==> src/rtl/gmnv_pkg.sv <==
// Package with shared types and constants for the greedy nearest-vertex unit.
`timescale 1ns / 1ps
package gmnv_pkg;
	localparam int unsigned MaxVerticesDef = 4096;
	localparam int unsigned MaxDegreeDef   = 32;
	localparam int unsigned CoordBitsDef   = 24;
	localparam int unsigned DistBits       = 50;
	localparam int unsigned VidBits        = 12;
	localparam int unsigned SlotBits       = 5;
	localparam int unsigned DegBits        = 6;
	localparam int unsigned HopBits        = 13;
	localparam int unsigned CmpBits        = 18;
	localparam int unsigned InBits         = 2 + VidBits + SlotBits + VidBits + DegBits + 3 * 24;
	localparam int unsigned InBytesBits    = ((InBits + 7) / 8) * 8;
	localparam int unsigned OutBits        = VidBits + DistBits + HopBits + CmpBits;
	localparam int unsigned OutBytesBits   = ((OutBits + 7) / 8) * 8;

	typedef enum logic [1:0] {
		REQ_POINT    = 2'd0,
		REQ_NEIGHBOR = 2'd1,
		REQ_DEGREE   = 2'd2,
		REQ_QUERY    = 2'd3
	} req_t;

	// One decoded item as it waits in the queue between front and back.
	typedef struct packed {
		req_t                 req;
		logic [VidBits-1:0]   vertex;
		logic [SlotBits-1:0]  slot;
		logic [VidBits-1:0]   neighbor;
		logic [DegBits-1:0]   degree;
		logic [23:0]          cx;
		logic [23:0]          cy;
		logic [23:0]          cz;
	} item_t;

	typedef enum logic [3:0] {
		ST_IDLE,
		ST_START_RD,
		ST_START_DIST,
		ST_HOP,
		ST_DEG_WAIT,
		ST_NB_WAIT,
		ST_PT_WAIT,
		ST_SQUARE,
		ST_DIST,
		ST_CMP,
		ST_HOP_END,
		ST_OUT
	} state_t;
endpackage

==> src/rtl/gmnv_front.sv <==
// Front end: accepts input transfers, unpacks them and feeds a two-entry queue.
`timescale 1ns / 1ps
module gmnv_front (
	input  logic                         clk,
	input  logic                         arst_n,
	input  logic                         s_tvalid,
	output logic                         s_tready,
	input  logic [gmnv_pkg::InBytesBits-1:0] s_tdata,
	output logic                         q_valid,
	input  logic                         q_pop,
	output gmnv_pkg::item_t              q_item
);
	import gmnv_pkg::*;

	item_t      mem_q [2];
	logic       wp_q, rp_q;
	logic [1:0] cnt_q;
	item_t      in_item;
	logic       push;

	// Field unpacking, first field in the lowest bits.
	always_comb begin
		in_item.req      = req_t'(s_tdata[1:0]);
		in_item.vertex   = s_tdata[13:2];
		in_item.slot     = s_tdata[18:14];
		in_item.neighbor = s_tdata[30:19];
		in_item.degree   = s_tdata[36:31];
		in_item.cx       = s_tdata[60:37];
		in_item.cy       = s_tdata[84:61];
		in_item.cz       = s_tdata[108:85];
	end

	assign s_tready = (cnt_q != 2'd2);
	assign push     = s_tvalid && s_tready;
	assign q_valid  = (cnt_q != 2'd0);
	assign q_item   = mem_q[rp_q];

	// Queue storage.
	always_ff @(posedge clk) begin
		if (push) begin
			mem_q[wp_q] <= in_item;
		end
	end

	// Queue pointers and fill count.
	always_ff @(posedge clk or negedge arst_n) begin
		if (!arst_n) begin
			wp_q  <= 1'b0;
			rp_q  <= 1'b0;
			cnt_q <= 2'd0;
		end else begin
			if (push) begin
				wp_q <= ~wp_q;
			end
			if (q_pop) begin
				rp_q <= ~rp_q;
			end
			cnt_q <= cnt_q + {1'b0, push} - {1'b0, q_pop};
		end
	end
endmodule

==> config.mk <==
export PLATFORM = sky130hd
export DESIGN_NAME = gmnv_front
export DESIGN_NICKNAME = d
export VERILOG_FILES = /design/src/rtl/gmnv_pkg.sv /design/src/rtl/gmnv_front.sv
export SDC_FILE = /design/constraint.sdc
export NUM_CORES = 1
export LEC_CHECK = 0
export BUFFER_PORTS_ARGS = -buffer_cell sky130_fd_sc_hd__buf_2
export CAP_MARGIN = 0
export CORE_MARGIN = 2
export CORE_UTILIZATION = 35
export DETAILED_ROUTE_END_ITERATION = 10
export PLACE_DENSITY = 0.6
export SETUP_SLACK_MARGIN = 0.2
export SLEW_MARGIN = 15
export SYNTH_ARGS = -nofsm -noshare
export SYNTH_HDL_FRONTEND = slang
export SYNTH_SLANG_ARGS = --single-unit
==> constraint.sdc <==
create_clock -name clk -period 5.53 [get_ports clk]
set_clock_uncertainty 0.1 [all_clocks]
set_input_delay 1.106 -clock clk [delete_from_list [all_inputs] [get_ports clk]]
set_output_delay 1.106 -clock clk [all_outputs]
set_load 0.02 [all_outputs]
---- After elaboration in Yosys (flattened, before gate mapping) ----
Memory sizes are Yosys's and may differ from the RTL's.
Index checks and enable logic that the tools add are counted.
word-level totals
  register bits ........................... 4
  memory bits (writable) .................. 218
  output and inout port bits .............. 111
  word-level logic and storage cells ...... 13
  memories kept ........................... 1
memories
  name   depth  width  rd ports  clocked after memory_dff  wr ports  line              text
  mem_q  2      109    1         0                         1         gmnv_front.sv:15  item_t mem_q [2];
operators by class
  $add $sub $neg .......................... 2
  equal/unequal tests ..................... 1
  mux-type cells .......................... 2
  bitwise gates (word level) .............. 2
  reduce and logical (&&, ||, !) cells .... 2
operator list
  operator                              number
  adder 2 x 1 -> 2 bit                  1
  2-to-1 mux 1 bit                      2
  != test 2 bit, second input constant  1
  inverter 1 bit                        2
  nonzero test 2 bit                    1
  subtractor 2 x 1 -> 2 bit             1
  logical AND 1 bit                     1

---- Longest topological paths before layout ----
Gate-level depths: netlist (run 1).
  depth in word-level cells ............... 4
  mapped depth ............................ 5
  mapped depth without buffers ............ 5

---- Least setup slack after synthesis (run 1) ----
Ideal clock, no wire load.
  path kind ............................... in2reg
  start point ............................. input s_tvalid
  end point ............................... memory mem_q[0][0] (netlist name), enable pin
  library setup time ...................... 578 ps
  arrival time ............................ 5,752 ps
  data required time ...................... 4,852 ps
  setup slack ............................. -901 ps
  stages on the path ...................... 2
  path buffers ............................ 0
  cell sequence ........................... nand2_1 > nor2_1
on the way
  cells in the longest elaborated chain, start to end .. 3
ends and longest elaborated chain
  what                                    line              text
  from (decl)                             gmnv_front.sv:6   input logic s_tvalid,
  logical AND 1 bit                       gmnv_front.sv:34  assign push = s_tvalid && s_tready;
  2-to-1 mux 1 bit                        gmnv_front.sv:40  if (push) begin
  2-to-1 mux 1 bit (not written as such)  gmnv_front.sv:41  mem_q[wp_q] <= in_item;
  to (decl)                               gmnv_front.sv:15
No other way between the ends.

==> flow_summary.ini, run 1 <==
[power]
ir_drop_mv = 0.3393
p_leak_nw = 3.839
power.density_nw_per_um2 = 560.9

[cts]
cts_made_buffers = 24
cts_post_setup_buffers_inserted = 0
insertion_delay_ns = 0.50
tritoncts_num_sinks = 222
cts-root-buf = clkbuf_16
cts.hold.buffers_added = 0
h_tree_lvl_count = 1
cts_tree = built
clockBufferDepth = 3
clkSlewWorstSetupHoldPaths_ns = 0.06
cts_repair_resize_count = 0

[sta]
final-hold-violation-count = 0
rsz0062_at_grt = no
final_setup_fails = 0
worst_pin_slew_ns = 0.8096
maxClockFrequency_mhz = 269.5
max_slew_margin_pct = 46.03
final.setup.tns_ns = 0
timing.final.crit_period_ns = 3.710
post-route-worst-setup-slack_ns = 1.820
slew_viol_final = 0
post-route-period-util_pct = 67.09

[setup_path]
worst_ep_arrival_ns = 2.50
endpoint = q_item[6]
critPathKind = register to primary output
r2r-end = mem_q[0][53]
startpoint_of_the_worst_setup_timing_path = rp_q
endpoint_kind = primary output
rrSetupSlack_ns = 3.08
crit-reg2reg-launch = cnt_q[0]
r2r_worst_path_depth = 4
crit_fanout = 59
worst_ep_required_time_ns = 4.32
worst_setup_sp_type = register

[place]
post-place-cells = 858
numPortBuffers = 223
setup_slack_placement_ns = 2.259
detailedPlacementHpwl_mm = 9.978
finalWeightedCongestion = 0.7432

[grt]
globalRouteTotalUtil_pct = 12.27
grt_start_max_net_pins = 60
met1_track_demand_over_resource_in_global_routing_pct = 13.46
top_usage_layer = met2
gr-usage-met2_pct = 21.77
grt_pass1_vias = 4482
overflow = 0
grt_util_met3_pct = 4.694
grt_antenna_before_repair = 1
first_pass_grt_wire_length_mm = 23.44

[logic_synthesis]
synth_sequential_area_ratio_pct = 82.06
netlist-cell-type-count = 16
syn-num-nets = 473
ys_ff_latch = 222
post_synth.cell_area_avg_um2 = 22.75
synth-warning-count = 0
syn-cell-area_um2 = 8099
synth_cells = 356

[floorplanning]
fp-row-count = 55
initial_utilization_pct = 35.66
top_level_ports = 227
vert_die_dim_um = 156.1
fp.dieW_um = 156.1
die-area_um2 = 24370
placeableCoreArea_um2 = 22710

[outcome]
status = completed

[detailed_routing]
drt_pre_antenna_iters = 4
postRouteAntennaNets = 0
via_count = 4137
post-route-drc-count = 0
route.detailed.vias_per_inst = 4.586
totalWireLength_mm = 15.57
wl_per_cell_um = 17.26
drt_iter0_markers = 154

[finish]
layout.nets = 716
final_cells = 902
drive_gt1_share_pct = 61.53
area_delta_synth_final_pct = 27.14
final_util_pct = 45.34

[flow_run]
max_cap_viol_count = 0

[worst_hold_path]
holdCritPathClass = input port to asynchronous set/reset pin
==> final cells by class <==
cell class              instances  area, µm²
fillers                      1965      12410
well taps                     285      356.6
multi-input cells             122       1336
flip-flops and latches        222       6650
repair buffers                229       1161
clock buffers                  31      678.2
diodes                          1      2.502
clock inverters                12      112.6
==> cells in the mapped netlist <==
library cell | n | area share [%]
a21bo_2 | 1 | 0.12
a21oi_1 | 1 | 0.062
and3_1 | 1 | 0.077
buf_2 | 1 | 0.062
buf_6 | 11 | 1.5
dfrtp_1 | 4 | 1.2
edfxtp_1 | 218 | 81
ha_1 | 1 | 0.15
mux2_2 | 109 | 15
nand2_1 | 1 | 0.046
nand2b_1 | 1 | 0.077
nor2_1 | 1 | 0.046
nor3b_1 | 1 | 0.093
or2_2 | 1 | 0.077
xnor2_1 | 3 | 0.32
xor2_1 | 1 | 0.11
==> worst max-delay path, stage by stage (launching register included) <==
cell and delay [ns]:
dfrtp_4 0.96, buf_4 0.47, mux2_2 0.38, buf_2 0.16
==> cells by family after synthesis <==
kind of cell / share of synthesized area (%)
XOR/XNOR: 0.4326
multiplexers: 15.16
AND/OR/NAND/NOR: 0.4172
buffers and inverters: 1.591
flip-flops: 82.06
AO/OA/AOI/OAI: 0.1853
adder cells (fa/ha/maj): 0.1545
==> power breakdown <==
group / internal, mW / switching (mW)
sequential: 2.30 / 0.164
clock: 0.955 / 0.617
combinational: 0.685 / 1.05
total: 3.94 / 1.83
==> placed cells by master (no fill, tap or decap), drive strengths merged <==
cell    instances
nor2            1
nand2           1
clkinv          9
a21oi           1
bufinv          2
ha              1
nand2b          1
inv             1
xor2            1
dfrtp           4
xnor2           3
a21bo           1
diode           1
mux2          109
clkbuf         31
buf           229
nor3b           1
or2             1
edfxtp        218
and3            1
==> flip-flops by register name, summed over array words and instances (netlist names) <==
register / count
cnt_q: 2
wp_q: 1
rp_q: 1
mem_q: 218
==> worst min-delay path by stage <==
stage               depth (start not counted)     start  endpoint  slack [ns]
finish                                      1    arst_n      wp_q        0.30
global route                                1    arst_n      wp_q        0.27
global placement                            1  cnt_q[0]  cnt_q[0]        0.42
floorplan                                   1      wp_q      wp_q        0.38
CTS                                         1    arst_n      wp_q        0.27
detailed placement                          1  cnt_q[0]  cnt_q[0]        0.43
==> through the flow <==
stage               hold WS (ns)  instance area [µm²]  power, mW
finish                    0.2958                10300      5.775
global route              0.2686                10290      6.066
CTS                       0.2728                10290      5.875
detailed placement        0.4313                 9504      4.276
global placement          0.4217                 9504      4.230
floorplan                 0.3788                 8102      3.757
==> routing by layer <==
layer | wire (µm) | vias up | share of wire (%)
met1 | 6109 | 2042 | 39
met4 | 445 | 2 | 2.9
met2 | 7697 | 154 | 49
met3 | 1303 | 34 | 8.4
met5 | 16 | - | 0.10
li1 | - | 1905 | -
No activity file was read; power rests on OpenSTA's default activity.
==> run 2: changes to the inputs <==
- ABC_AREA: default -> 1
- PLACE_DENSITY: 0.6 -> 0.58
- clock period: 5.53 -> 3.7 ns (I/O delays scaled with it)
==> flow_summary.ini, run 2 <==
[worst_hold_path]
holdCritPathClass = input port to register

[sta]
max_slew_margin_pct = 42.74
rsz0062_at_grt = no
post-route-worst-setup-slack_ns = 0.9440
slew_viol_final = 0
timing.final.crit_period_ns = 2.756
worst_pin_slew_ns = 0.8589
hold_ws_ns = 0.3241
maxClockFrequency_mhz = 362.8
post-route-period-util_pct = 74.49
final_setup_fails = 0
final-hold-violation-count = 0

[logic_synthesis]
cell_with_the_most_instances_after_synthesis = edfxtp_1
yosysTopAreaCellShare_pct = 76.37
netlist-cell-type-count = 15
synth_cells = 366
number_of_synthesized_flops_with_an_enable_pin = 218
synth_top_cells_by_count = edfxtp_1 (218), mux2_4 (100), buf_12 (10), nand2_1 (10), mux2_2 (9)
ys_ff_latch = 222
ys.flop_type = edfxtp_1
synthDominantAreaCellType = edfxtp_1
synth_sequential_area_ratio_pct = 77.54
syn-cell-area_um2 = 8572
post_synth.cell_area_avg_um2 = 23.42
synth_area_leaders = edfxtp_1 (76%), mux2_4 (18%), buf_12 (2.3%)
syn-num-nets = 483
proportion_of_synthesized_flip_flops_having_asynchronous_set_or_reset_pct = 1.802
synth-warning-count = 0

[floorplanning]
top_level_ports = 227
placeableCoreArea_um2 = 24180
die-area_um2 = 25760
fp.dieW_um = 160.5
vert_die_dim_um = 160.5
fp-row-count = 57
initial_utilization_pct = 35.46

[power]
comb_power_share_pct = 34.6
p_int_mw = 6.215
clock_network_fraction_of_design_power_pct = 25.8
power.density_nw_per_um2 = 840.8
net-switching-power_mw = 2.824
p_leak_nw = 4.296
ir_drop_mv = 0.6473
sequentialPowerShare_pct = 39.6
p_sw_share_pct = 31.24

[place]
post-place-cells = 907
setup_slack_placement_ns = 1.343
detailedPlacementHpwl_mm = 10.26
finalWeightedCongestion = 0.7008
numPortBuffers = 223

[setup_path]
crit-reg2reg-launch = cnt_q[1]
worst_ep_required_time_ns = 2.86
crit_fanout = 61
endpoint_kind = primary output
r2r_worst_path_depth = 4
rrSetupSlack_ns = 1.65
critPathKind = register to primary output
startpoint_of_the_worst_setup_timing_path = rp_q
endpoint = q_item[38]
r2r-end = mem_q[1][68]
worst_ep_arrival_ns = 1.92
worst_setup_sp_type = register

[cts]
cts-root-buf = clkbuf_16
cts_repair_resize_count = 0
tritoncts_num_sinks = 222
insertion_delay_ns = 0.50
cts_post_setup_buffers_inserted = 0
cts.hold.buffers_added = 1
cts_tree = built
clockBufferDepth = 3
clkSlewWorstSetupHoldPaths_ns = 0.06
cts_made_buffers = 24
h_tree_lvl_count = 1

[finish]
final_cells = 949
layout_top_registers = mem_q: 218 flops, cnt_q: 2 flops
layout.nets = 727
reg_with_most_ffs = mem_q
antenna-diode-count = 0
layout_commonest_cell = buf_2
largest_register_ff_count = 218
mostFrequentLayoutCells = buf_2 (223), edfxtp_1 (218), mux2_4 (100)
final_util_pct = 44.47
drive_gt1_share_pct = 59.68
area_of_the_multi_input_gates_um2 = 1705
final.fill_count = 2113
area_delta_synth_final_pct = 25.41
regArea_um2 = 6650

[detailed_routing]
via_count = 4156
drt_pre_antenna_iters = 4
drt_iter0_markers = 161
post-route-drc-count = 0
postRouteAntennaNets = 0
totalWireLength_mm = 15.59
route.detailed.vias_per_inst = 4.379
wl_per_cell_um = 16.43

[grt]
globalRouteTotalUtil_pct = 11.62
first_pass_grt_wire_length_mm = 23.63
overflow = 0
grt_pass1_vias = 4519
grt_antenna_before_repair = 0
grt_start_max_net_pins = 62

[outcome]
status = completed

[flow_run]
max_cap_viol_count = 0
[run 2: changes by cell type after synthesis, moves of 5 or more]
cell     before  now
mux2_4        0  100
mux2_2      109    9
buf_6        11    1
buf_12        0   10
nand2_1       1   10
inv_1         0    5
[run 2: cells by family (layout without fill, tap and decap cells)]
group	after synthesis	after routing	synth area share, %
buf+inv	17	276	2.744
fa+ha+maj	1	1	0.1459
xor+xnor	1	1	0.1022
flops	222	222	77.54
mux	109	109	18.70
compound gates	1	1	0.05833
simple gates	15	15	0.7152
[run 2: worst min-delay path by stage]
stage / startpoint / end / cells past startpoint
after floorplan: arst_n / cnt_q[0] / 0
after global placement: cnt_q[0] / cnt_q[0] / 1
after detailed placement: cnt_q[0] / cnt_q[0] / 1
after CTS: s_tdata[73] / mem_q[0][36] / 1
after global routing: s_tdata[60] / mem_q[0][71] / 1
final: s_tdata[18] / mem_q[0][94] / 1
[run 2: metrics by stage]
| step | TNS (ns) | instance area (µm²) | power, mW |
|---|---|---|---|
| after floorplan | -119.30 | 8577 | 6.131 |
| after global routing | 0 | 10750 | 9.463 |
| after detailed placement | 0 | 9966 | 6.823 |
| after global placement | 0 | 9966 | 6.761 |
| after CTS | 0 | 10750 | 9.193 |
| final | 0 | 10750 | 9.039 |
[run 2: per-layer routing]
| metal | up-vias | share of wire (%) | GRT usage, % | wire length, µm |
|---|---|---|---|---|
| met3 | 24 | 8.9 | 4.313 | 1381 |
| met1 | 2042 | 39 | 12.89 | 6035 |
| met2 | 164 | 50 | 20.89 | 7814 |
| li1 | 1926 | - | - | - |
| met5 | - | 0 | 0 | 0 |
| met4 | 0 | 2.3 | 3.276 | 359 |
[run 2: layout make-up]
class                           count  share of cell area [%]
Clock buffer                       30                   5.994
Clock inverter                     11                   1.210
Inverter                            5                  0.1746
Multi-Input combinational cell    127                   15.86
Sequential cell                   222                   61.86
Tap cell                          324                   3.771
Timing Repair Buffer              230                   11.13
[run 2: power by group through the flow]
stage / registers (mW) / logic [mW] / clock network (mW)
global route: 3.63 / 3.32 / 2.52
finish: 3.58 / 3.13 / 2.33
detailed placement: 3.64 / 3.19 / 0
global placement: 3.60 / 3.16 / 0
CTS: 3.59 / 3.20 / 2.41
floorplan: 3.63 / 2.50 / 0
[run 2: critical path: stages (launching register included)]
cell     delay (ns)
dfrtp_4        0.44
buf_12         0.35
mux2_4         0.34
buf_2          0.17
